==> src/rtl/core/bfrv_pkg.sv <==
// Shared types and constants for the bridge frame receive validator.
package bfrv_pkg;

	// Frame layout and limits.
	localparam int unsigned POS_W = 17;
	localparam logic [POS_W-1:0] HDR_BYTES = 17'd12;
	localparam logic [POS_W-1:0] POS_MAX = 17'h1FFFF;
	localparam logic [POS_W-1:0] POS_VERSION = 17'd4;
	localparam logic [POS_W-1:0] POS_SOURCE = 17'd5;
	localparam logic [POS_W-1:0] POS_DEST = 17'd6;
	localparam logic [POS_W-1:0] POS_LEN_LO = 17'd8;
	localparam logic [POS_W-1:0] POS_LEN_HI = 17'd9;
	localparam logic [POS_W-1:0] POS_SUM_LO = 17'd10;
	localparam logic [POS_W-1:0] POS_SUM_HI = 17'd11;
	localparam logic [POS_W-1:0] POS_MAGIC_END = 17'd4;
	localparam logic [31:0] FRAME_MAGIC = 32'h0047454F;
	localparam logic [7:0] FRAME_VERSION = 8'd1;

	// Configuration port.
	localparam int unsigned CFG_ADDR_W = 3;
	localparam logic REG_LOCAL_SUBNET = 1'b0;

	// Verdict codes, first failing check wins.
	typedef enum logic [2:0] {
		VERDICT_OK       = 3'd0,
		VERDICT_SHORT    = 3'd1,
		VERDICT_MAGIC    = 3'd2,
		VERDICT_VERSION  = 3'd3,
		VERDICT_LENGTH   = 3'd4,
		VERDICT_NOT_OURS = 3'd5,
		VERDICT_CHECKSUM = 3'd6
	} verdict_t;

	// One received byte.
	typedef struct packed {
		logic [7:0] frame_byte;
		logic       last_byte;
	} in_item_t;

	// One frame verdict.
	typedef struct packed {
		verdict_t    verdict;
		logic [7:0]  source_subnet;
		logic [15:0] payload_length;
		logic [31:0] accepted_packets;
		logic [31:0] accepted_bytes;
	} out_item_t;

endpackage

==> src/rtl/core/bridge_frame_rx_validator.sv <==
// Bridge frame receive validator: header capture, payload sum and verdict.
//
// Channel   Direction  Handshake             Carries
// in        to block   in_valid / in_ready   one frame byte and its last-byte mark
// out       from block out_valid / out_ready one verdict per frame, on the last byte
// config    to block   APB psel / penable    local_subnet at byte address 0
//
// A byte is registered on acceptance and judged in the next cycle; a verdict
// appears on out_valid once the judged last byte moves on into the result register.
// One byte is taken every clock unless the input stalls; the frame state register loop sets that rate.
// A waiting verdict stalls the input only when the next judged byte is also last.
// arst_n clears all frame state, both counters and local_subnet to zero.
module bridge_frame_rx_validator
	import bfrv_pkg::*;
(
	input  logic                  clk,
	input  logic                  arst_n,
	input  logic                  in_valid,
	output logic                  in_ready,
	input  in_item_t              in_data,
	output logic                  out_valid,
	input  logic                  out_ready,
	output out_item_t             out_data,
	input  logic                  psel,
	input  logic                  penable,
	input  logic                  pwrite,
	input  logic [CFG_ADDR_W-1:0] paddr,
	input  logic [31:0]           pwdata,
	output logic [31:0]           prdata,
	output logic                  pready
);

	// Input stage.
	logic     in_valid_s1;
	in_item_t in_s1;

	// Frame state.
	logic [POS_W-1:0] pos_q;
	logic [31:0]      magic_q;
	logic [7:0]       version_q;
	logic [7:0]       source_q;
	logic [7:0]       dest_q;
	logic [15:0]      len_q;
	logic [15:0]      sum_exp_q;
	logic [15:0]      run_sum_q;
	logic [31:0]      packet_total_q;
	logic [31:0]      byte_total_q;
	logic [7:0]       local_subnet_q;

	// Result stage.
	logic      out_valid_s2;
	out_item_t out_s2;

	// Next-state values.
	logic [POS_W-1:0] pos_next;
	logic [31:0]      magic_next;
	logic [7:0]       version_next;
	logic [7:0]       source_next;
	logic [7:0]       dest_next;
	logic [15:0]      len_next;
	logic [15:0]      sum_exp_next;
	logic [15:0]      run_sum_next;
	logic [16:0]      sum_raw;
	logic [POS_W-1:0] payload_end;
	logic             in_payload;
	verdict_t         verdict;
	logic             advance;
	logic             emit;
	logic             cfg_write;

	// The judged byte moves on unless it needs the result register while it is full.
	assign advance = in_valid_s1 && (!in_s1.last_byte || !out_valid_s2 || out_ready);
	assign emit = advance && in_s1.last_byte;
	assign in_ready = !in_valid_s1 || advance;

	// Payload window covers the bytes after the header up to the length field.
	assign payload_end = HDR_BYTES + {1'b0, len_q};
	assign in_payload = (pos_q >= HDR_BYTES) && (pos_q < payload_end);
	assign sum_raw = {1'b0, run_sum_q} + {9'd0, in_s1.frame_byte};

	// Take the byte into the header or the end-around-carry sum.
	always_comb begin
		magic_next = magic_q;
		version_next = version_q;
		source_next = source_q;
		dest_next = dest_q;
		len_next = len_q;
		sum_exp_next = sum_exp_q;
		run_sum_next = run_sum_q;
		if (pos_q < POS_MAGIC_END) begin
			magic_next[8*pos_q[1:0] +: 8] = in_s1.frame_byte;
		end else if (pos_q == POS_VERSION) begin
			version_next = in_s1.frame_byte;
		end else if (pos_q == POS_SOURCE) begin
			source_next = in_s1.frame_byte;
		end else if (pos_q == POS_DEST) begin
			dest_next = in_s1.frame_byte;
		end else if (pos_q == POS_LEN_LO) begin
			len_next[7:0] = in_s1.frame_byte;
		end else if (pos_q == POS_LEN_HI) begin
			len_next[15:8] = in_s1.frame_byte;
		end else if (pos_q == POS_SUM_LO) begin
			sum_exp_next[7:0] = in_s1.frame_byte;
		end else if (pos_q == POS_SUM_HI) begin
			sum_exp_next[15:8] = in_s1.frame_byte;
		end else if (in_payload) begin
			run_sum_next = sum_raw[16] ? (sum_raw[15:0] + 16'd1) : sum_raw[15:0];
		end
		pos_next = (pos_q == POS_MAX) ? pos_q : (pos_q + 17'd1);
	end

	// Checks in priority order, on the state that includes this byte.
	always_comb begin
		if (pos_next < HDR_BYTES) begin
			verdict = VERDICT_SHORT;
		end else if (magic_next != FRAME_MAGIC) begin
			verdict = VERDICT_MAGIC;
		end else if (version_next != FRAME_VERSION) begin
			verdict = VERDICT_VERSION;
		end else if (pos_next < (HDR_BYTES + {1'b0, len_next})) begin
			verdict = VERDICT_LENGTH;
		end else if (dest_next != local_subnet_q) begin
			verdict = VERDICT_NOT_OURS;
		end else if (~run_sum_next != sum_exp_next) begin
			verdict = VERDICT_CHECKSUM;
		end else begin
			verdict = VERDICT_OK;
		end
	end

	// Input register.
	always_ff @(posedge clk or negedge arst_n) begin
		if (!arst_n) begin
			in_valid_s1 <= 1'b0;
		end else if (in_ready) begin
			in_valid_s1 <= in_valid;
		end
	end

	always_ff @(posedge clk) begin
		if (in_valid && in_ready) begin
			in_s1 <= in_data;
		end
	end

	// Frame state and counters; the last byte clears the frame state.
	always_ff @(posedge clk or negedge arst_n) begin
		if (!arst_n) begin
			pos_q <= '0;
			magic_q <= '0;
			version_q <= '0;
			source_q <= '0;
			dest_q <= '0;
			len_q <= '0;
			sum_exp_q <= '0;
			run_sum_q <= '0;
			packet_total_q <= '0;
			byte_total_q <= '0;
		end else if (advance) begin
			if (in_s1.last_byte) begin
				pos_q <= '0;
				magic_q <= '0;
				version_q <= '0;
				source_q <= '0;
				dest_q <= '0;
				len_q <= '0;
				sum_exp_q <= '0;
				run_sum_q <= '0;
				if (verdict == VERDICT_OK) begin
					packet_total_q <= packet_total_q + 32'd1;
					byte_total_q <= byte_total_q + {16'd0, len_next};
				end
			end else begin
				pos_q <= pos_next;
				magic_q <= magic_next;
				version_q <= version_next;
				source_q <= source_next;
				dest_q <= dest_next;
				len_q <= len_next;
				sum_exp_q <= sum_exp_next;
				run_sum_q <= run_sum_next;
			end
		end
	end

	// Result register.
	always_ff @(posedge clk or negedge arst_n) begin
		if (!arst_n) begin
			out_valid_s2 <= 1'b0;
		end else if (emit) begin
			out_valid_s2 <= 1'b1;
		end else if (out_ready) begin
			out_valid_s2 <= 1'b0;
		end
	end

	always_ff @(posedge clk) begin
		if (emit) begin
			out_s2.verdict <= verdict;
			out_s2.source_subnet <= (verdict == VERDICT_SHORT) ? 8'd0 : source_next;
			out_s2.payload_length <= (verdict == VERDICT_SHORT) ? 16'd0 : len_next;
			out_s2.accepted_packets <= (verdict == VERDICT_OK) ?
				(packet_total_q + 32'd1) : packet_total_q;
			out_s2.accepted_bytes <= (verdict == VERDICT_OK) ?
				(byte_total_q + {16'd0, len_next}) : byte_total_q;
		end
	end

	assign out_valid = out_valid_s2;
	assign out_data = out_s2;

	// Configuration register, written in the access phase.
	assign cfg_write = psel && penable && pwrite && pready;
	assign pready = 1'b1;

	always_ff @(posedge clk or negedge arst_n) begin
		if (!arst_n) begin
			local_subnet_q <= '0;
		end else if (cfg_write && (paddr[2] == REG_LOCAL_SUBNET)) begin
			local_subnet_q <= pwdata[7:0];
		end
	end

	assign prdata = (paddr[2] == REG_LOCAL_SUBNET) ? {24'd0, local_subnet_q} : 32'd0;

	// A new result only follows a judged last byte.
	a_result_from_last: assert property (@(posedge clk) disable iff (!arst_n)
		$rose(out_valid_s2) |-> $past(emit))
		else $error("result appeared without a judged last byte");

	// The frame state starts over after a last byte.
	a_pos_cleared: assert property (@(posedge clk) disable iff (!arst_n)
		emit |=> (pos_q == '0) && (run_sum_q == '0))
		else $error("frame state not cleared after last byte");

	// The packet counter moves only for an accepted frame.
	a_count_on_ok: assert property (@(posedge clk) disable iff (!arst_n)
		!(emit && (verdict == VERDICT_OK)) |=> $stable(packet_total_q))
		else $error("packet counter moved without an accepted frame");

	// A short frame reports empty header fields.
	a_short_fields: assert property (@(posedge clk) disable iff (!arst_n)
		out_valid_s2 && (out_s2.verdict == VERDICT_SHORT) |->
			(out_s2.source_subnet == 8'd0) && (out_s2.payload_length == 16'd0))
		else $error("short frame reports header fields");

	// A waiting result is never overwritten.
	a_no_overwrite: assert property (@(posedge clk) disable iff (!arst_n)
		out_valid_s2 && !out_ready |=> $stable(out_s2))
		else $error("pending result overwritten");

endmodule

==> config.mk <==
export PLATFORM = sky130hd
export DESIGN_NAME = bridge_frame_rx_validator
export DESIGN_NICKNAME = d
export VERILOG_FILES = /design/src/rtl/core/bfrv_pkg.sv /design/src/rtl/core/bridge_frame_rx_validator.sv
export SDC_FILE = /design/constraint.sdc
export NUM_CORES = 1
export LEC_CHECK = 0
export BUFFER_PORTS_ARGS = -buffer_cell sky130_fd_sc_hd__clkbuf_2
export CAP_MARGIN = 20
export CORE_MARGIN = 4
export CORE_UTILIZATION = 51
export DETAILED_ROUTE_END_ITERATION = 8
export PLACE_DENSITY = 0.8
export SKIP_CTS_REPAIR_TIMING = 1
export SLEW_MARGIN = 20
export SYNTH_ARGS = -nofsm -noshare
export SYNTH_HDL_FRONTEND = slang
export SYNTH_SLANG_ARGS = --single-unit
export TNS_END_PERCENT = 10
==> constraint.sdc <==
create_clock -name clk -period 10.5 [get_ports clk]
set_clock_uncertainty 0.2 [all_clocks]
set_input_delay 2.1 -clock clk [delete_from_list [all_inputs] [get_ports clk]]
set_output_delay 2.1 -clock clk [all_outputs]
set_load 0.01 [all_outputs]
# Word level (Yosys, flattened, before mapping)
# Cells that the tools add are included.
# word_totals
register_bits,295
inputBits,51
output_inout_bits,126
# classes
add_sub_neg,8
n_lt_le_gt_ge,5
n_eq_ne,13
shifts,2
n_mux,57
bitwise,2
reduce_logical,16
# op_table
op,count
2-to-1 mux 16 bit,23
2-to-1 mux 8 bit,19
2-to-1 mux 32 bit,4
== test 17 x 4 -> 1 bit (second input constant),4
== test 17 x 3 -> 1 bit (second input constant),3
adder 4 x 16 -> 17 bit (first input constant),2
less-than comparator 17 bit,2
2-to-1 mux 17 bit,2
negator 5 -> 34 bit,1
variable shift 8 x 34 -> 32 bit (first input constant),1
indexed part select 8 x 34 -> 32 bit,1
adder 32 x 1 -> 32 bit (second input constant),1
adder 32 x 16 -> 32 bit,1
bitwise mux 32 bit,1
!= test 32 x 23 -> 1 bit (second input constant),1
2-to-1 mux 3 bit,6
adder 16 x 8 -> 17 bit,1
adder 17 x 1 -> 17 bit (second input constant),1
== test 17 bit (second input constant),1
>= comparator 17 x 4 -> 1 bit (second input constant),1
less-than comparator 17 x 3 -> 1 bit (second input constant),1
less-than comparator 17 x 4 -> 1 bit (second input constant),1
adder 16 x 1 -> 16 bit (second input constant),1
!= test 16 bit,1
other kinds (12),23

# Longest topological paths before layout
# Gate-level depths: netlist of run 1.
# depth
ltp_word,22
ltp_mapped,26

# Worst setup path before layout of run 1
# No wires, ideal clock.
# synth_path
path_type,input to register
start,input out_ready
end,register packet_total_q[31]
t_arrival_ns,5.835
required_time_ns,10.221
setup_slack_ns,4.386
cell_stages,9
n_path_buf,1
cell_sequence,nand3b_1 -> and2_1 -> clkbuf_1 -> nand2_1 -> inv_1 -> nand4_1 -> or2_2 -> nor3_1 -> xor2_1
# synth_via
elab_chain_len,3
# synth_lines
element,line_no,rtl
from (decl),bridge_frame_rx_validator.sv:22,"input logic out_ready,"
logical OR 1 bit,bridge_frame_rx_validator.sv:72,assign advance = in_valid_s1 && (!in_s1.last_byte || !out_valid_s2 || out_ready);
logical AND 1 bit,bridge_frame_rx_validator.sv:72,
AND reduction 2 bit (no line),-,
to (signal assigned),bridge_frame_rx_validator.sv:170,packet_total_q <= packet_total_q + 32'd1;
to (decl),bridge_frame_rx_validator.sv:46,logic [31:0] packet_total_q;
# No other way between the ends.
# A chain may end at the register's enable or synchronous reset.

# Final worst setup path of run 1
# layout_path
start,register pos_q[0]
end,"register out_s2, in the netlist out_data[1] (data pin)"
# layout_via
elab_cells_between_ends,67
# layout_lines
element,line_no,rtl
from (decl),bridge_frame_rx_validator.sv:38,logic [POS_W-1:0] pos_q;
from (signal assigned),bridge_frame_rx_validator.sv:174,pos_q <= pos_next;
== test 17 x 4 -> 1 bit,bridge_frame_rx_validator.sv:98,end else if (pos_q == POS_LEN_LO) begin
2-to-1 mux 8 bit,bridge_frame_rx_validator.sv:98,
2-to-1 mux 16 bit,bridge_frame_rx_validator.sv:96,end else if (pos_q == POS_DEST) begin
2-to-1 mux 16 bit,bridge_frame_rx_validator.sv:94,end else if (pos_q == POS_SOURCE) begin
2-to-1 mux 16 bit,bridge_frame_rx_validator.sv:92,end else if (pos_q == POS_VERSION) begin
2-to-1 mux 16 bit *,bridge_frame_rx_validator.sv:90,if (pos_q < POS_MAGIC_END) begin
net len_next[5],bridge_frame_rx_validator.sv:60,logic [15:0] len_next;
adder 4 x 16 -> 17 bit *,bridge_frame_rx_validator.sv:120,"end else if (pos_next < (HDR_BYTES + {1'b0, len_next})) begin"
less-than comparator 17 bit *,bridge_frame_rx_validator.sv:120,
2-to-1 mux 3 bit *,bridge_frame_rx_validator.sv:120,
2-to-1 mux 3 bit *,bridge_frame_rx_validator.sv:118,end else if (version_next != FRAME_VERSION) begin
2-to-1 mux 3 bit *,bridge_frame_rx_validator.sv:116,end else if (magic_next != FRAME_MAGIC) begin
2-to-1 mux 3 bit *,bridge_frame_rx_validator.sv:114,if (pos_next < HDR_BYTES) begin
zero test 3 bit *,bridge_frame_rx_validator.sv:204,out_s2.accepted_bytes <= (verdict == VERDICT_OK) ?
2-to-1 mux 32 bit *,-,
to (decl),bridge_frame_rx_validator.sv:52,out_item_t out_s2;
# Mark *: on every way through the listed nets, which the timed path passes. The rest lies on a longest branch.

==> results_dict.tcl, run 1 <==
set metrics [dict create \
    setup_slack_ns 2.99 \
    antenna_cells 0 \
    grt_pass1_wl_um 69900 \
    rr_startpoint "pos_q[0]" \
    slew_violations 0 \
    maxCapViolations 0 \
    grt.total_usage_pct 23.1 \
    viasPerCell 6.02 \
    io_buffers 125 \
    cp_max_fo 75 \
    p_per_area_nw_per_um2 142 \
    crit_type "reg -> reg" \
    max_stage_delay_ns 0.75 \
    regArea_um2 7880 \
    overflow 0 \
    power.internal_w 0.00208 \
    dr_total_vias 14000 \
    status "finished, final reports clean" \
    rsz0062_at_grt "false" \
    period_share_pct 71.5 \
    crit_family "simple AND/OR/NAND/NOR gates" \
    p_leak_nw 8.84 \
    async_flop_share_pct 66.1 \
    gp_congestion 0.940 \
    first_pass_iters 6 \
    synth_top_family_by_area "simple AND/OR/NAND/NOR gates" \
    grt_pass1_vias 13400 \
    cp.buffers_inverters 3 \
    cp-start-kind "register" \
    muxShareOfSynthArea_pct 3.20 \
    power_frac_comb_pct 9.1 \
    synth-seq-area-share_pct 45.1 \
    routedWlPerCell_um 18.9 \
    drc 0 \
    std_cell_rows 67 \
    synth-main-ff-cell "dfrtp_1" \
    clk-insertion-delay-late_ns 0.52 \
    hp-class "reg -> reg" \
    most-common-layout-cells "195 x dfrtp_1, 172 x nand2_1, 138 x o21ai_0" \
    crit_arrival_ns 7.57 \
    layout_commonest_cell "dfrtp_1" \
    slowest_stage "buf_4" \
    pwr-share-seq_pct 45.7 \
    fin_total_pwr_w 0.00277 \
    tns_ns 0 \
    cts.sinks 295 \
    synth_compound_area_share_pct 12.4 \
    cts_root_buf "clkbuf_16" \
    h-tree-depth 2 \
    timing.fmax_mhz 133 \
    vdd.ir_drop.worst_mv 0.116 \
    ant_nets 0 \
    die_y_um 193 \
    cts_tree "yes" \
    multi_input_area_um2 8870 \
    core_um2 33700 \
    finalSetupViolCount 0 \
    cts_made_buffers 34 \
    syn_avg_cell_area_um2 9.96 \
    fp.dieW_um 193 \
    ys_seq_elements 295 \
    yosys_warnings 0 \
    crit_chain "inv_1, ha_1, nor4b_1, nand4_1, mux2i_1, inv_1, nand2_1, nor2_1, nand3_1, or4_1, nor3_1, xnor2_1, ha_1, a21o_1, a211o_1, o22ai_1, nor3_2, and4b_1, nand4bb_4, buf_4, mux2_1" \
    synthAdderAreaFrac_pct 4.95 \
    die_area_um2 37300 \
    slew_headroom_pct 30.8 \
    fin_nets 1966 \
    finalCriticalPeriod_ns 7.51 \
    hold_violations 0 \
    netlist_instances 1755 \
    wl_um 44000 \
    tightest_slew_ns 1.03 \
    final_layout_size_suffix_gt1_share_pct 14.8 \
    cts_buffer_depth 3 \
    dp_hpwl_um 29600 \
    synthToLayoutAreaGrowth_pct 11.7 \
    synth-edff-count 100 \
    switching_share_pct 24.8 \
    synthXorXnorAreaFrac_pct 9.42 \
    power.clock.fraction_pct 45.2 \
    switching_power_w 0.000688 \
    synth_area_um2 17500 \
    min-delay-start "version_q[0]" \
    start_util_pct 51.9 \
    clk_pin_slew_ns 0.06 \
    antenna_found_initial 0 \
    synth_cell_type_count 80 \
    first_iter_violations 1427 \
    pre_cts_ws_ns 3.20 \
    synth-simple-area-share_pct 20.2 \
    critPathLaunch "pos_q[0]" \
    boundaryPins 177 \
    end_kind "register" \
    grt_max_degree 82 \
    required_ns 10.55 \
    n_fill_cell 2777 \
]
## cells by family after synthesis
kind of cell | count (synthesis)
simple gates | 643
buf+inv | 171
mux | 53
flops | 295
other cells | 2
compound gates | 340
fa+ha+maj | 68
xor+xnor | 183
## synthesized netlist by cell type (all sizes together) (5+ instances only)
| master | n | share of area [%] |
|---|---|---|
| dfrtp | 195 | 28 |
| nand2 | 172 | 3.7 |
| o21ai | 148 | 4.2 |
| nor2 | 122 | 2.6 |
| xor2 | 120 | 6.0 |
| edfxtp | 100 | 17 |
| nor3 | 69 | 2.5 |
| ha | 66 | 4.7 |
| xnor2 | 60 | 3.0 |
| inv | 59 | 1.3 |
| clkbuf | 57 | 1.2 |
| buf | 55 | 2.2 |
| nand3 | 52 | 1.5 |
| a21oi | 46 | 1.3 |
| nor4 | 35 | 1.9 |
| nand2b | 34 | 1.2 |
| and3 | 33 | 1.2 |
| nand4 | 33 | 1.3 |
| mux2i | 30 | 1.7 |
| a32o | 24 | 1.4 |
| mux2 | 23 | 1.5 |
| nor2b | 16 | 0.57 |
| a31oi | 15 | 0.54 |
| a22oi | 14 | 0.60 |
| nor4b | 13 | 0.82 |
| a22o | 12 | 0.60 |
| and2 | 12 | 0.43 |
| nor3b | 12 | 0.60 |
| o31ai | 11 | 0.47 |
| a211oi | 9 | 0.39 |
| or2 | 9 | 0.32 |
| a21o | 8 | 0.34 |
| o22ai | 8 | 0.29 |
| and4 | 6 | 0.30 |
| a211o | 5 | 0.25 |
| or3 | 5 | 0.18 |
## registers in the layout, summed over array words and instances, names as in the netlist
name / count
local_subnet_q: 8
source_q: 8
in_valid_s1: 1
version_q: 8
in_s1: 9
out_valid: 1
dest_q: 8
out_data: 91
magic_q: 32
byte_total_q: 32
pos_q: 17
packet_total_q: 32
run_sum_q: 16
sum_exp_q: 16
len_q: 16
## stage by stage
stage / area (um2) / hold WS [ns] / utilization [%] / instances
after floorplan: 17600 / 0.242 / - / 1778
after global placement: 18300 / 0.262 / 54.4 / 2259
after detailed placement: 18300 / 0.268 / 54.4 / 2259
after CTS: 19500 / 0.281 / 57.9 / 2321
after global routing: 19500 / 0.299 / 57.9 / 2321
final: 19500 / 0.285 / 57.9 / 2321
## final timing paths
path	cells after the start	to	slack [ns]
hold / removal	2	version_q[0]	0.29
min in group asynchronous	1	len_q[9]	1.39
setup / recovery	21	out_data[1]	2.99
hold reg to reg	2	version_q[0]	0.29
max in group asynchronous	3	sum_exp_q[2]	6.90
setup reg to reg	21	out_data[1]	2.99
## power groups by stage
stage / Clock, W / Sequential (W) / Combinational (W)
floorplan: 0 / 0.00128 / 0.000167
global placement: 0 / 0.00128 / 0.000240
detailed placement: 0 / 0.00129 / 0.000247
CTS: 0.00127 / 0.00126 / 0.000250
global route: 0.00133 / 0.00127 / 0.000278
finish: 0.00125 / 0.00127 / 0.000252
## metal layers
metal	vias to the layer above	global-route usage, %	routed length (um)
li1	6453	-	-
met1	6736	32.4	18500
met2	634	36.5	20300
met3	150	3.49	3400
met4	0	8.96	1770
met5	-	0	0
## layout make-up
type | count | share of cell area, %
inverters | 59 | 1.15
clock inverters | 22 | 1.49
clock buffers | 40 | 4.63
repair buffers | 145 | 4.04
multi-input cells | 1312 | 45.4
flip-flops and latches | 295 | 40.4
well taps | 448 | 2.87
## tightest hold or removal path: cells and delay by family, from the launching register on
kind / cells / cell delay, ns
AOI/OAI and AO/OA: 1 / 0.06
DFF: 1 / 0.34
and+or+nand+nor: 1 / 0.05
(Power assumes the default switching activity.)
==> run 2: changes to the inputs <==
Clock period 10.5 ns to 7.1 ns, I/O delays scaled along.
==> results_dict.tcl, run 2 (synthesis results as in run 1) <==
set metrics [dict create \
    dp.cells 2277 \
    core_um2 33700 \
    most-common-layout-cells "195 x dfrtp_1, 172 x nand2_1, 138 x o21ai_0" \
    rsz0062_at_grt "false" \
    crit_arrival_ns 6.67 \
    start_util_pct 51.9 \
    met2_length_um 21200 \
    hp-class "reg -> reg" \
    p_per_area_nw_per_um2 206 \
    slew_headroom_pct 30.4 \
    power.internal_w 0.00301 \
    switching_power_w 0.00105 \
    h-tree-depth 2 \
    layout_commonest_cell "dfrtp_1" \
    drc 0 \
    min-delay-start "sum_exp_q[0]" \
    vdd.ir_drop.worst_mv 0.229 \
    boundaryPins 177 \
    switching_share_pct 25.8 \
    die_area_um2 37300 \
    overflow 0 \
    grt_pass1_wl_um 72200 \
    std_cell_rows 67 \
    first_pass_iters 6 \
    first_iter_violations 1317 \
    dpl_cell_area_um2 18500 \
    required_ns 7.17 \
    final_layout_size_suffix_gt1_share_pct 15.5 \
    grt.total_usage_pct 24.0 \
    fin_nets 1984 \
    cts_made_buffers 34 \
    critPathLaunch "pos_q[1]" \
    whs_ns 0.282 \
    finalSetupViolCount 0 \
    end_kind "register" \
    status "finished, final reports clean" \
    rr_startpoint "pos_q[1]" \
    wl_met3_um 3870 \
    ant_nets 0 \
    antenna_cells 0 \
    clk_pin_slew_ns 0.06 \
    cts_root_buf "clkbuf_16" \
    pwr-share-seq_pct 46.0 \
    wl_um 45400 \
    timing.fmax_mhz 151 \
    cp-start-kind "register" \
    cp_max_fo 38 \
    fin_area_um2 19700 \
    antenna_found_initial 1 \
    largest_reg_flops 91 \
    synthToLayoutAreaGrowth_pct 12.5 \
    tns_ns 0 \
    cts_tree "yes" \
    multi_input_area_um2 8870 \
    regArea_um2 7880 \
    finalCriticalPeriod_ns 6.60 \
    io_buffers 125 \
    clk-insertion-delay-late_ns 0.54 \
    wl_met1_um 18500 \
    routedWlPerCell_um 19.4 \
    crit_type "reg -> reg" \
    n_fill_cell 2776 \
    hold_violations 0 \
    cts_buffer_depth 3 \
    power.clock.fraction_pct 44.3 \
    dp_hpwl_um 31400 \
    die_y_um 193 \
    grt_max_degree 74 \
    highest-signal-layer "met5" \
    stdcell_count 2339 \
    viasPerCell 6.05 \
    maxCapViolations 0 \
    p_leak_nw 8.93 \
    grt_pass1_vias 13900 \
    power_frac_comb_pct 9.7 \
    cts.sinks 295 \
    period_share_pct 93.0 \
    gp_congestion 0.968 \
    slew_violations 0 \
    fp.dieW_um 193 \
    tightest_slew_ns 1.04 \
    dr_total_vias 14100 \
]
## run 2: changes by cell type in the layout (fill, tap and decap cells not counted), sizes merged
cell      delta
clkbuf       +3
clkinv       +3
clkinvlp     -2
bufinv       -3
inv          -1
buf         +18
## run 2: per-stage QoR
stage	setup WS (ns)	power [W]	util (%)
2_1_floorplan	1.45	0.00214	-
3_3_place_gp	0.811	0.00226	54.9
3_5_place_dp	0.613	0.00228	54.9
4_1_cts	0.604	0.00407	58.4
5_1_grt	0.218	0.00419	58.4
6_report	0.495	0.00405	58.4
## run 2: worst max-delay path, stage by stage (launching register included)
cell	delay (ns)
dfrtp_1	0.54
inv_1	0.20
ha_1	0.34
nor4b_1	0.28
nand4_1	0.36
mux2i_1	0.27
inv_1	0.17
nand2_1	0.11
nor2_1	0.15
nand3_1	0.16
or4_1	0.61
nor3_1	0.25
xnor2_1	0.11
ha_1	0.31
a21o_1	0.12
a211o_1	0.13
o22ai_1	0.14
nor3_2	0.27
and4b_1	0.37
nand4bb_4	0.43
buf_12	0.35
nor4_1	0.33
xor2_1	0.12
## run 2: final cells by class
class | count | area share (%)
repair buffers | 163 | 4.87
clock buffers | 43 | 4.75
well taps | 448 | 2.85
clock inverters | 19 | 1.22
flip-flops and latches | 295 | 40.1
inverters | 59 | 1.14
multi-input cells | 1312 | 45.1
## run 2: final timing paths
path | to | slack, ns | depth (start not counted)
max | out_data[59] | 0.50 | 22
min | sum_exp_q[0] | 0.28 | 2
min reg2reg | sum_exp_q[0] | 0.28 | 2
min in group asynchronous | packet_total_q[18] | 0.66 | 1
max reg2reg | out_data[59] | 0.50 | 22
max in group asynchronous | local_subnet_q[1] | 4.68 | 2
## run 2: layer usage
layer  vias to the layer above  track usage (%)
met5                         -                0
met2                       703             39.3
li1                       6498                -
met3                       159             4.90
met1                      6781             31.4
met4                         2             9.72
## run 2: power groups by stage
stage | logic (W) | registers [W] | clock network [W]
finish | 0.000392 | 0.00186 | 0.00180
global placement | 0.000368 | 0.00189 | 0
global route | 0.000430 | 0.00187 | 0.00190
floorplan | 0.000247 | 0.00189 | 0
detailed placement | 0.000382 | 0.00189 | 0
CTS | 0.000386 | 0.00186 | 0.00182
==> run 3: changes to the inputs <==
Clock period 7.1 ns to 6.7 ns, I/O delays scaled along.
==> results_dict.tcl, run 3 (synthesis results as in run 1) <==
set metrics [dict create \
    stdcell_count 2358 \
    status "finished, final reports clean" \
    clk-insertion-delay-late_ns 0.52 \
    largest_reg_flops 91 \
    tns_ns 0 \
    cts.sinks 295 \
    switching_share_pct 25.1 \
    first_pass_iters 8 \
    n_fill_cell 2767 \
    power.clock.fraction_pct 44.6 \
    overflow 0 \
    most-common-layout-cells "195 x dfrtp_1, 172 x nand2_1, 138 x o21ai_0" \
    die_area_um2 37300 \
    hold_violations 0 \
    utilization_pct 58.8 \
    antenna_cells 0 \
    pwr-share-seq_pct 45.7 \
    cts_tree "yes" \
    grt.total_usage_pct 24.0 \
    multi_input_area_um2 8870 \
    crit_top_cell "nand3_1" \
    cp-start-kind "register" \
    final_layout_size_suffix_gt1_share_pct 16.1 \
    first_iter_violations 1314 \
    hp-class "reg -> reg" \
    core_um2 33700 \
    timing.fmax_mhz 158 \
    cts_root_buf "clkbuf_16" \
    tightest_slew_ns 1.01 \
    dp.cells 2293 \
    end_kind "register" \
    crit_arrival_ns 6.40 \
    slew_headroom_pct 32.2 \
    finalCriticalPeriod_ns 6.34 \
    dp_hpwl_um 31700 \
    gp_congestion 0.976 \
    fp.dieW_um 193 \
    drc 0 \
    synthToLayoutAreaGrowth_pct 13.3 \
    cts_made_buffers 34 \
    crit_type "reg -> reg" \
    routedWlPerCell_um 19.3 \
    p_per_area_nw_per_um2 218 \
    grt_pass1_wl_um 72700 \
    max_stage_delay_ns 0.60 \
    cp_max_fo 12 \
    wl_um 45400 \
    cts_buffer_depth 3 \
    slew_violations 0 \
    rsz0062_at_grt "false" \
    power.internal_w 0.00324 \
    crit_family "simple AND/OR/NAND/NOR gates" \
    grt_pass1_vias 14000 \
    ant_nets 0 \
    h-tree-depth 2 \
    layout_commonest_cell "dfrtp_1" \
    p_leak_nw 9.03 \
    required_ns 6.77 \
    switching_power_w 0.00109 \
    finalSetupViolCount 0 \
    start_util_pct 51.9 \
    boundaryPins 177 \
    power_frac_comb_pct 9.7 \
    die_y_um 193 \
    viasPerCell 6.03 \
    fin_nets 2003 \
    std_cell_rows 67 \
    clk_pin_slew_ns 0.06 \
    period_share_pct 94.6 \
    grt_max_degree 90 \
    cp.buffers_inverters 3 \
    crit_chain "nor4_4, and4_1, nand3_1, nor2_1, a21oi_1, inv_1, nand3_1, or4_1, nor3_1, xnor2_1, ha_1, a21o_1, a211o_1, o22ai_1, nor3_2, and4b_1, nand4bb_4, buf_4, buf_12, mux2_2" \
    antenna_found_initial 1 \
    dr_total_vias 14200 \
    regArea_um2 7880 \
    io_buffers 125 \
    slowest_stage "or4_1" \
    maxCapViolations 0 \
    vdd.ir_drop.worst_mv 0.178 \
]
[run 3: cell types whose count changed in the layout (fill, tap and decap cells not counted), sizes merged]
cell,delta
inv,+2
clkbuf,+2
buf,+19
bufinv,+2
clkinv,-3
clkinvlp,-3
[run 3: final timing paths]
check / from / to / slack (ns) / depth (start not counted)
max reg2reg: pos_q[16] / out_data[0] / 0.36 / 20
min reg2reg: sum_exp_q[5] / sum_exp_q[5] / 0.29 / 2
min in group asynchronous: arst_n / packet_total_q[18] / 0.69 / 1
max: pos_q[16] / out_data[0] / 0.36 / 20
max in group asynchronous: arst_n / byte_total_q[24] / 4.35 / 2
min: sum_exp_q[5] / sum_exp_q[5] / 0.29 / 2
[run 3: power groups by stage]
| stage | Clock, W | Combinational [W] | Sequential (W) |
|---|---|---|---|
| final | 0.00193 | 0.000419 | 0.00197 |
| after global routing | 0.00203 | 0.000458 | 0.00198 |
| after CTS | 0.00195 | 0.000411 | 0.00197 |
| after detailed placement | 0 | 0.000408 | 0.00201 |
| after global placement | 0 | 0.000395 | 0.00200 |
| after floorplan | 0 | 0.000261 | 0.00200 |
[run 3: layer usage]
metal,vias to the layer above,global-route usage (%),wire (um)
li1,6531,-,-
met1,6802,31.6,18500
met2,725,39.4,21200
met3,158,5.08,3940
met4,2,8.69,1780
met5,-,0,16
[run 3: metrics by stage]
stage | power [W] | area (um2) | hold slack, ns | setup WS, ns
global route | 0.00447 | 19800 | 0.298 | 0.216
CTS | 0.00433 | 19800 | 0.288 | 0.261
detailed placement | 0.00242 | 18600 | 0.274 | 0.421
finish | 0.00432 | 19800 | 0.287 | 0.364
global placement | 0.00240 | 18600 | 0.257 | 0.519
floorplan | 0.00227 | 17600 | 0.242 | 1.05
[run 3: final cells by class]
type	instances	area share (%)
well taps	448	2.83
clock inverters	17	1.19
clock buffers	45	4.66
multi-input cells	1312	44.8
flip-flops and latches	295	39.8
inverters	59	1.13
repair buffers	182	5.62
[run 3: worst reg2reg max path: stages, from the launching register on]
cell       delay [ns]
dfrtp_1          0.48
nor4_4           0.50
and4_1           0.46
nand3_1          0.34
nor2_1           0.18
a21oi_1          0.10
inv_1            0.21
nand3_1          0.17
or4_1            0.60
nor3_1           0.30
xnor2_1          0.16
ha_1             0.27
a21o_1           0.16
a211o_1          0.30
o22ai_1          0.32
nor3_2           0.11
and4b_1          0.26
nand4bb_4        0.22
buf_4            0.24
buf_12           0.17
mux2_2           0.34
